**src/design/lsb_first_bit_field_reader_core_assert.svh**
```systemverilog
// Assertion macros for the LSB-first bit field reader core.
`ifndef LSB_FIRST_BIT_FIELD_READER_CORE_ASSERT_SVH
`define LSB_FIRST_BIT_FIELD_READER_CORE_ASSERT_SVH

// Condition that must hold at every clock edge out of reset
`define LFBR_ASSERT_ALWAYS(lbl, expr, msg) \
  lbl: assert property (@(posedge clk) disable iff (!rst_n) (expr)) else $error(msg);

// Condition that, once true, implies another in the same cycle
`define LFBR_ASSERT_IMPLY(lbl, pre, post, msg) \
  lbl: assert property (@(posedge clk) disable iff (!rst_n) (pre) |-> (post)) else $error(msg);

`endif

```
**src/design/lfbr_pkg.sv**
```systemverilog
// Shared types and constants for the LSB-first bit field reader.
package lfbr_pkg;

  // Byte queue and field limits
  localparam int QUEUE_DEPTH    = 8;
  localparam int MAX_FIELD_BITS = 32;
  localparam int QCNT_W         = $clog2(QUEUE_DEPTH + 1);
  localparam int MAX_NEED       = (MAX_FIELD_BITS + 7) / 8;
  localparam int NEED_W         = $clog2(MAX_NEED + 1);
  localparam int ACC_W          = 8 * MAX_NEED + 8;
  localparam int CMP_W          = 8;

  // Item field widths
  localparam int FW_W    = 6;
  localparam int VALUE_W = 32;
  localparam int POS_W   = 4;
  localparam logic [POS_W-1:0] POS_EMPTY = 4'd8;

  // Command queue between front and back
  localparam int CMDQ_DEPTH = 2;
  localparam int CQ_PTR_W   = (CMDQ_DEPTH > 1) ? $clog2(CMDQ_DEPTH) : 1;
  localparam int CQ_CNT_W   = $clog2(CMDQ_DEPTH + 1);

  typedef enum logic [1:0] {
    OP_PUSH  = 2'd0,
    OP_READ  = 2'd1,
    OP_ALIGN = 2'd2,
    OP_ABYTE = 2'd3
  } op_t;

  typedef enum logic [1:0] {
    ST_OK       = 2'd0,
    ST_UNDERRUN = 2'd1,
    ST_OVERFLOW = 2'd2
  } status_t;

  // Decoded item as handed from front to back
  typedef struct packed {
    op_t             op;
    logic [7:0]      byte_v;
    logic [FW_W-1:0] width;
  } cmd_t;

  // Back-end state snapshot for checking
  typedef struct packed {
    logic [POS_W-1:0]  pos;
    logic [QCNT_W-1:0] cnt;
  } back_stat_t;

endpackage

```
**src/design/lfbr_front.sv**
```systemverilog
// Front end: accepts input items, decodes the op and clamps the field width.
module lfbr_front import lfbr_pkg::*; (
  input  logic        in_tvalid,
  output logic        in_tready,
  input  logic [15:0] in_tdata,   // [7:0] byte_in, [13:8] field_width, [15:14] zero
  input  logic [1:0]  in_tuser,   // [1:0] op
  output logic        cmd_valid,
  output cmd_t        cmd_data,
  input  logic        cmd_ready
);

  logic [FW_W-1:0] width_raw;

  // Clamp wide reads to the supported field size
  assign width_raw = in_tdata[13:8];

  always_comb begin
    cmd_data.op     = op_t'(in_tuser);
    cmd_data.byte_v = in_tdata[7:0];
    if (width_raw > FW_W'(MAX_FIELD_BITS)) begin
      cmd_data.width = FW_W'(MAX_FIELD_BITS);
    end else begin
      cmd_data.width = width_raw;
    end
  end

  assign cmd_valid = in_tvalid;
  assign in_tready = cmd_ready;

endmodule

```
**src/design/lfbr_cmdq.sv**
```systemverilog
// Short command queue that decouples the front end from the back end.
module lfbr_cmdq import lfbr_pkg::*; (
  input  logic clk,
  input  logic rst_n,
  input  logic push_valid,
  output logic push_ready,
  input  cmd_t push_data,
  output logic pop_valid,
  input  logic pop_ready,
  output cmd_t pop_data
);

  cmd_t                mem_r [CMDQ_DEPTH];
  logic [CQ_PTR_W-1:0] wptr_r, wptr_nxt;
  logic [CQ_PTR_W-1:0] rptr_r, rptr_nxt;
  logic [CQ_CNT_W-1:0] cnt_r, cnt_nxt;
  logic                do_push, do_pop;

  assign push_ready = (cnt_r != CQ_CNT_W'(CMDQ_DEPTH));
  assign pop_valid  = (cnt_r != '0);
  assign pop_data   = mem_r[rptr_r];
  assign do_push    = push_valid && push_ready;
  assign do_pop     = pop_valid && pop_ready;

  // Pointer and count update
  always_comb begin
    wptr_nxt = wptr_r;
    rptr_nxt = rptr_r;
    if (do_push) begin
      wptr_nxt = (wptr_r == CQ_PTR_W'(CMDQ_DEPTH - 1)) ? '0 : wptr_r + 1'b1;
    end
    if (do_pop) begin
      rptr_nxt = (rptr_r == CQ_PTR_W'(CMDQ_DEPTH - 1)) ? '0 : rptr_r + 1'b1;
    end
    cnt_nxt = cnt_r + CQ_CNT_W'(do_push) - CQ_CNT_W'(do_pop);
  end

  always_ff @(posedge clk) begin
    if (!rst_n) begin
      wptr_r <= '0;
      rptr_r <= '0;
      cnt_r  <= '0;
    end else begin
      wptr_r <= wptr_nxt;
      rptr_r <= rptr_nxt;
      cnt_r  <= cnt_nxt;
    end
  end

  // Entry storage, no reset needed
  always_ff @(posedge clk) begin
    if (do_push) begin
      mem_r[wptr_r] <= push_data;
    end
  end

endmodule

```
**src/design/lfbr_back.sv**
```systemverilog
// Back end: byte queue, bit position state, field merge and result register.
module lfbr_back import lfbr_pkg::*; (
  input  logic               clk,
  input  logic               rst_n,
  input  logic               cmd_valid,
  output logic               cmd_ready,
  input  cmd_t               cmd_data,
  output logic               out_tvalid,
  input  logic               out_tready,
  output logic [VALUE_W-1:0] out_tdata,
  output logic [1:0]         out_tuser,
  output back_stat_t         stat
);

  // Architectural state
  logic [7:0]         cur_r, cur_nxt;
  logic [POS_W-1:0]   pos_r, pos_nxt;
  logic [QCNT_W-1:0]  cnt_r, cnt_nxt;
  logic [7:0]         q_r [QUEUE_DEPTH];
  logic [7:0]         q_nxt [QUEUE_DEPTH];

  // Result register
  logic               ovalid_r, ovalid_nxt;
  logic [VALUE_W-1:0] value_r, value_nxt;
  status_t            status_r, status_nxt;

  logic                      fire;
  logic [POS_W-1:0]          avail;
  logic [6:0]                need_sum;
  logic [NEED_W-1:0]         need;
  logic [7:0]                tail;
  logic [8*MAX_NEED-1:0]     window;
  logic [ACC_W-1:0]          acc;
  logic [MAX_FIELD_BITS:0]   mask_ext;
  logic [MAX_FIELD_BITS-1:0] field;
  logic [6:0]                pos_calc;
  logic [7:0]                cur_pop;
  logic [NEED_W-1:0]         pop_n;
  logic                      push_en;

  // Output slot is free when empty or being drained
  assign cmd_ready = !ovalid_r || out_tready;
  assign fire      = cmd_valid && cmd_ready;

  // Field merge: leftover bits of the current byte, then whole queued bytes
  always_comb begin
    avail    = pos_r[3] ? '0 : (POS_EMPTY - pos_r);
    need_sum = {1'b0, cmd_data.width} - 7'(avail) + 7'd7;
    need     = need_sum[3 +: NEED_W];
    tail     = cur_r >> pos_r;
    for (int i = 0; i < MAX_NEED; i++) begin
      window[8*i +: 8] = q_r[i];
    end
    acc      = ACC_W'(tail) | (ACC_W'(window) << avail);
    mask_ext = ((MAX_FIELD_BITS + 1)'(1) << cmd_data.width) - 1'b1;
    field    = acc[MAX_FIELD_BITS-1:0] & mask_ext[MAX_FIELD_BITS-1:0];
    pos_calc = {1'b0, cmd_data.width} - 7'(avail) - 7'({need - 1'b1, 3'b000});
    cur_pop  = q_r[0];
    for (int k = 1; k <= MAX_NEED; k++) begin
      if (need == NEED_W'(k)) begin
        cur_pop = q_r[k-1];
      end
    end
  end

  // Execute one command
  always_comb begin
    cur_nxt    = cur_r;
    pos_nxt    = pos_r;
    pop_n      = '0;
    push_en    = 1'b0;
    value_nxt  = '0;
    status_nxt = ST_OK;
    case (cmd_data.op)
      OP_PUSH: begin
        if (cnt_r < QCNT_W'(QUEUE_DEPTH)) begin
          push_en = 1'b1;
        end else begin
          status_nxt = ST_OVERFLOW;
        end
      end
      OP_READ: begin
        if (cmd_data.width == '0) begin
          value_nxt = '0;
        end else if (cmd_data.width <= FW_W'(avail)) begin
          value_nxt = VALUE_W'(field);
          pos_nxt   = pos_r + POS_W'(cmd_data.width);
        end else if (CMP_W'(need) > CMP_W'(cnt_r)) begin
          status_nxt = ST_UNDERRUN;
        end else begin
          value_nxt = VALUE_W'(field);
          pop_n     = need;
          cur_nxt   = cur_pop;
          pos_nxt   = pos_calc[POS_W-1:0];
        end
      end
      OP_ALIGN: begin
        if (pos_r != '0 && !pos_r[3]) begin
          pos_nxt = POS_EMPTY;
        end
      end
      OP_ABYTE: begin
        if (!pos_r[3]) begin
          value_nxt = VALUE_W'(cur_r);
          pos_nxt   = POS_EMPTY;
        end else if (cnt_r == '0) begin
          status_nxt = ST_UNDERRUN;
        end else begin
          value_nxt = VALUE_W'(q_r[0]);
          cur_nxt   = q_r[0];
          pop_n     = NEED_W'(1);
        end
      end
      default: begin
        status_nxt = ST_OK;
      end
    endcase
    if (!fire) begin
      push_en = 1'b0;
      pop_n   = '0;
      cur_nxt = cur_r;
      pos_nxt = pos_r;
    end
  end

  // Byte queue as a shift line: pops shift toward the head, pushes land at the tail
  always_comb begin
    for (int i = 0; i < QUEUE_DEPTH; i++) begin
      q_nxt[i] = q_r[i];
      for (int k = 1; k <= MAX_NEED; k++) begin
        if (i + k < QUEUE_DEPTH && pop_n == NEED_W'(k)) begin
          q_nxt[i] = q_r[i+k];
        end
      end
      if (push_en && cnt_r == QCNT_W'(i)) begin
        q_nxt[i] = cmd_data.byte_v;
      end
    end
    cnt_nxt = cnt_r + QCNT_W'(push_en) - QCNT_W'(pop_n);
  end

  // Output register handshake
  always_comb begin
    if (fire) begin
      ovalid_nxt = 1'b1;
    end else if (out_tready) begin
      ovalid_nxt = 1'b0;
    end else begin
      ovalid_nxt = ovalid_r;
    end
  end

  always_ff @(posedge clk) begin
    if (!rst_n) begin
      cur_r    <= '0;
      pos_r    <= POS_EMPTY;
      cnt_r    <= '0;
      ovalid_r <= 1'b0;
    end else begin
      cur_r    <= cur_nxt;
      pos_r    <= pos_nxt;
      cnt_r    <= cnt_nxt;
      ovalid_r <= ovalid_nxt;
    end
  end

  // Payload registers
  always_ff @(posedge clk) begin
    q_r <= q_nxt;
    if (fire) begin
      value_r  <= value_nxt;
      status_r <= status_nxt;
    end
  end

  assign out_tvalid = ovalid_r;
  assign out_tdata  = value_r;
  assign out_tuser  = status_r;
  assign stat.pos   = pos_r;
  assign stat.cnt   = cnt_r;

endmodule

```
**src/design/lsb_first_bit_field_reader_core.sv**
```systemverilog
// LSB-first bit field reader: bytes are pushed into an 8-entry queue and
// fields of 0 to 32 bits are read back least significant bit first; align
// and aligned-byte reads work on byte boundaries. Every input item yields
// exactly one result item with a 32-bit value and a status code (ok,
// underrun with nothing consumed, overflow with the byte dropped). The block
// takes one item per clock cycle while the result side does not stall: the
// field merge and the queue shift are combinational in the back end. A result
// item is registered: its input item is written into the command queue, then
// executed into the result register, and is held up while the result side
// stalls; the two-entry command queue lets the input side keep accepting
// while a result waits to be taken.
module lsb_first_bit_field_reader_core import lfbr_pkg::*; (
  input  logic        clk,
  input  logic        rst_n,
  input  logic        in_tvalid,
  output logic        in_tready,
  input  logic [15:0] in_tdata,   // [7:0] byte_in, [13:8] field_width, [15:14] zero
  input  logic [1:0]  in_tuser,   // [1:0] op
  output logic        out_tvalid,
  input  logic        out_tready,
  output logic [31:0] out_tdata,  // [31:0] value
  output logic [1:0]  out_tuser   // [1:0] status
);

`include "lsb_first_bit_field_reader_core_assert.svh"

  logic       f_valid, f_ready;
  cmd_t       f_cmd;
  logic       b_valid, b_ready;
  cmd_t       b_cmd;
  back_stat_t b_stat;

  // Decode
  lfbr_front u_front (
    .in_tvalid (in_tvalid),
    .in_tready (in_tready),
    .in_tdata  (in_tdata),
    .in_tuser  (in_tuser),
    .cmd_valid (f_valid),
    .cmd_data  (f_cmd),
    .cmd_ready (f_ready)
  );

  // Decoupling queue
  lfbr_cmdq u_cmdq (
    .clk        (clk),
    .rst_n      (rst_n),
    .push_valid (f_valid),
    .push_ready (f_ready),
    .push_data  (f_cmd),
    .pop_valid  (b_valid),
    .pop_ready  (b_ready),
    .pop_data   (b_cmd)
  );

  // Execute
  lfbr_back u_back (
    .clk        (clk),
    .rst_n      (rst_n),
    .cmd_valid  (b_valid),
    .cmd_ready  (b_ready),
    .cmd_data   (b_cmd),
    .out_tvalid (out_tvalid),
    .out_tready (out_tready),
    .out_tdata  (out_tdata),
    .out_tuser  (out_tuser),
    .stat       (b_stat)
  );

  // Checks
  `LFBR_ASSERT_ALWAYS(a_cnt_bound, b_stat.cnt <= QCNT_W'(QUEUE_DEPTH), "queue count past depth")
  `LFBR_ASSERT_ALWAYS(a_pos_range, b_stat.pos != '0 && b_stat.pos <= POS_EMPTY, "bad bit position")
  `LFBR_ASSERT_IMPLY(a_err_zero, out_tvalid && out_tuser != ST_OK, out_tdata == '0, "error value")

endmodule

```
**config.mk**
```make
export PLATFORM = sky130hd
export DESIGN_NAME = lsb_first_bit_field_reader_core
export DESIGN_NICKNAME = d
export VERILOG_FILES = /design/src/design/lfbr_pkg.sv /design/src/design/lfbr_front.sv /design/src/design/lfbr_cmdq.sv /design/src/design/lfbr_back.sv /design/src/design/lsb_first_bit_field_reader_core.sv
export VERILOG_INCLUDE_DIRS = /design/src /design/src/design
export SDC_FILE = /design/constraint.sdc
export NUM_CORES = 1
export LEC_CHECK = 0
export ABC_AREA = 1
export CAP_MARGIN = 20
export CORE_ASPECT_RATIO = 1.1
export CORE_MARGIN = 2
export CORE_UTILIZATION = 40
export CTS_BUF_LIST = sky130_fd_sc_hd__clkbuf_16
export CTS_CLUSTER_DIAMETER = 40
export DETAILED_ROUTE_END_ITERATION = 16
export DONT_BUFFER_PORTS = 1
export PLACE_DENSITY = 0.56
export SLEW_MARGIN = 20
export SYNTH_ARGS = -nofsm -noshare
export SYNTH_HDL_FRONTEND = slang
export SYNTH_SLANG_ARGS = --single-unit
```
**constraint.sdc**
```tcl
create_clock -name clk -period 7 [get_ports clk]
set_input_delay 0.35 -clock clk [delete_from_list [all_inputs] [get_ports clk]]
set_output_delay 0.35 -clock clk [all_outputs]
set_load 0.05 [all_outputs]
```
==> results.sh <==
export IMPL_insertion_delay_ns=0.44
export IMPL_core_sq_um=27000
export IMPL_yosysWarnings=0
export IMPL_antenna_found_initial=0
export IMPL_ys_types=58
export IMPL_async_reset_ff_frac=0
export IMPL_first_pass_iters=5
export IMPL_endpoint_kind="flip-flop"
export IMPL_crit_arrival_ns=6.10
export IMPL_period_minus_slack_ns=5.81
export IMPL_p_leak_nw=5.23
export IMPL_dieArea_sq_um=28700
export IMPL_cts_root_buf="clkbuf_16"
export IMPL_crit_fanout=42
export IMPL_track_usage=0.234
export IMPL_syn_nets=1576
export IMPL_cts_tree="yes"
export IMPL_required_ns=7.29
export IMPL_synthTopCellsByCount="nand2_1 (446), o21ai_0 (166), nor2_1 (153), inv_1 (138), edfxtp_1 (130)"
export IMPL_drc=0
export IMPL_grt_pass1_wl_um=52600
export IMPL_drtAntennaViolNets=0
export IMPL_ys_flop_type="edfxtp_1"
export IMPL_synth_edf_count=130
export IMPL_finalNonFillerCells=1886
export IMPL_synth_seq_cells=152
export IMPL_synth_area_sq_um=10900
export IMPL_cts_max_path_buffers=2
export IMPL_numClockSinks=152
export IMPL_drv_slew=0
export IMPL_drt_iter0_drc=941
export IMPL_routed_wl_um=32700
export IMPL_setup_tns_final_ns=0
export IMPL_boundaryPins=58
export IMPL_h_tree_depth=4
export IMPL_rows=63
export IMPL_synth_avg_cell_area_sq_um=7.15
export IMPL_fin_skew_ns=0.0186
export IMPL_pre_cts_ws_ns=1.26
export IMPL_netlist_area_leader_share=0.357
export IMPL_avgViaCountPerCell=5.39
export IMPL_setup_viol=0
export IMPL_placedCellCount=1846
export IMPL_hpwl_um=24800
export IMPL_die_x_um=162
export IMPL_portBuffers=0
export IMPL_yosysMostFrequentCell="nand2_1"
export IMPL_drive_gt1_frac=0.0778
export IMPL_grt_pass1_vias=9643
export IMPL_status="finished, final reports clean"
export IMPL_power_density_nw_per_um2=551
export IMPL_post_cts_buffers=0
export IMPL_synthCells=1531
export IMPL_synthTopCellsByArea="edfxtp_1 (36%), nand2_1 (15%), o21ai_0 (7.6%), nor2_1 (5.2%), nand3_1 (4.8%)"
export IMPL_relSlewSlack=0.426
export IMPL_ir_drop_uv=196
export IMPL_start_kind="flip-flop"
export IMPL_die_h_um=178
export IMPL_cap_viol_max_count=0
export IMPL_fin_crit_sh=0.830
export IMPL_hold_viol_final=0
export IMPL_rsz0062_at_grt="no"
export IMPL_via_count=10200
export IMPL_synth_largest_area_cell="edfxtp_1"
export IMPL_seq_area_frac_synth=0.397
export IMPL_finalNetCount=1561
export IMPL_areaGrowthSynthToFinish_pct=9.00
export IMPL_numCtsBuffers=17
export IMPL_tightest_slew_ns=0.861
export IMPL_grt_ovfl_total=0
export IMPL_min_path_type="in -> reg"
export IMPL_timing_final_ws_setup_ns=1.19
export IMPL_antennaDiodeCount=0
export IMPL_gp_congestion=0.905
export IMPL_fmax_mhz=172
export IMPL_critPathKind="reg -> reg"
export IMPL_final_util=0.443
export IMPL_path_clk_slew_ns=0.07
export IMPL_grt_max_degree=52
export IMPL_routedWlPerCell_um=17.3
export IMPL_initial_core_util=0.406
==> what timing repair did <==
action	4_1_cts	5_1_grt
hold endpoints to repair	7	8
hold buffers	4	4
gates resized for setup	0	0
==> per-layer routing <==
metal,share of wire,wire (um),vias to the layer above,global-route usage
met5,0,0,-,0
met4,0.053,1720,0,0.124
met3,0.039,1290,72,0.0313
met2,0.46,15000,291,0.386
met1,0.45,14600,4688,0.299
li1,-,-,5107,-
==> power by group <==
group          switching (W)  leakage [nW]  internal [W]  total (W)
registers           0.000627          1.40       0.00150    0.00212
clock network       0.000428         0.295      0.000535   0.000963
logic                0.00246          3.53       0.00103    0.00349
total                0.00351          5.23       0.00306    0.00658
==> worst paths after layout <==
kind	cells after the start	to	slack, ns	start
max reg2reg	26	u_back.q_r[42]	1.19	u_back.pos_r[1]
min reg2reg	1	u_cmdq.rptr_r	0.46	u_cmdq.rptr_r
max	26	u_back.q_r[42]	1.19	u_back.pos_r[1]
min	2	u_cmdq.cnt_r[0]	0.01	rst_n
==> layout make-up <==
class                           count  area [sq um]
Clock buffer                       17           425
Multi-Input combinational cell   1156          5690
Fill cell                        2840         15000
Inverter                          155           589
Sequential cell                   152          4340
Tap cell                          357           447
Timing Repair Buffer               34           275
Clock inverter                     15           168
==> placed cells by master (no fill, tap or decap), types with 5 or more instances in the layout <==
| cell type | n |
|---|---|
| nor4_1 | 6 |
| a21oi_1 | 55 |
| o21ai_0 | 166 |
| nor2_2 | 11 |
| dlygate4sd3_1 | 8 |
| nand2_2 | 11 |
| edfxtp_1 | 130 |
| xor2_1 | 12 |
| inv_2 | 12 |
| o21ai_1 | 30 |
| o22ai_1 | 11 |
| nand4_1 | 15 |
| clkbuf_16 | 17 |
| nor3_1 | 24 |
| a22oi_1 | 7 |
| nand2_1 | 446 |
| mux2i_1 | 8 |
| a31oi_1 | 6 |
| inv_1 | 140 |
| nand3b_1 | 12 |
| nand3_1 | 106 |
| ha_1 | 21 |
| inv_6 | 5 |
| dfxtp_1 | 22 |
| nor2_1 | 153 |
| buf_4 | 26 |
==> stage by stage <==
| stage | hold slack (ns) | cell area (sq um) | total power, W |
|---|---|---|---|
| 6_report | 0.0142 | 11900 | 0.00658 |
| 5_1_grt | 0.00330 | 11900 | 0.00712 |
| 4_1_cts | 0.00166 | 11900 | 0.00656 |
| 3_5_place_dp | 0.447 | 11300 | 0.00559 |
| 3_3_place_gp | 0.436 | 11300 | 0.00555 |
| 2_1_floorplan | 0.426 | 10900 | 0.00460 |
==> registers in the layout, indices dropped and copies added, names as in the netlist, named ones only <==
| register | cells |
|---|---|
| u_back.cnt_r | 4 |
| u_back.cur_r | 8 |
| u_back.out_tdata | 32 |
| u_back.out_tuser | 2 |
| u_back.out_tvalid | 1 |
| u_back.pos_r | 4 |
| u_back.q_r | 64 |
| u_cmdq.cnt_r | 2 |
| u_cmdq.mem_r | 32 |
| u_cmdq.rptr_r | 1 |
| u_cmdq.wptr_r | 1 |
==> critical path, cell delays in order (launching register included) <==
cell	delay [ns]
dfxtp_1	0.33
clkinv_1	0.25
ha_1	0.43
nand2_4	0.25
inv_2	0.36
nand2_1	0.13
nand2_1	0.09
inv_2	0.04
ha_1	0.29
nor2_1	0.17
nand3_1	0.18
nand3_2	0.18
nand2_1	0.12
nand2_1	0.10
inv_1	0.05
ha_1	0.28
a21oi_1	0.14
o21ai_0	0.08
nand2_1	0.13
nand4_1	0.15
nor2_4	0.17
nand3_4	0.14
nor2_8	0.33
nand2_1	0.59
o21ai_0	0.42
nor2_1	0.09
o21ai_1	0.12
==> logic make-up after synthesis <==
logic type,synth area share
adder cells (fa/ha/maj),0.0277
AND/OR/NAND/NOR,0.316
buffers and inverters,0.0854
flip-flops,0.397
AO/OA/AOI/OAI,0.152
XOR/XNOR,0.0120
multiplexers,0.0104
Note: power is estimated with default switching activity, not from simulation.
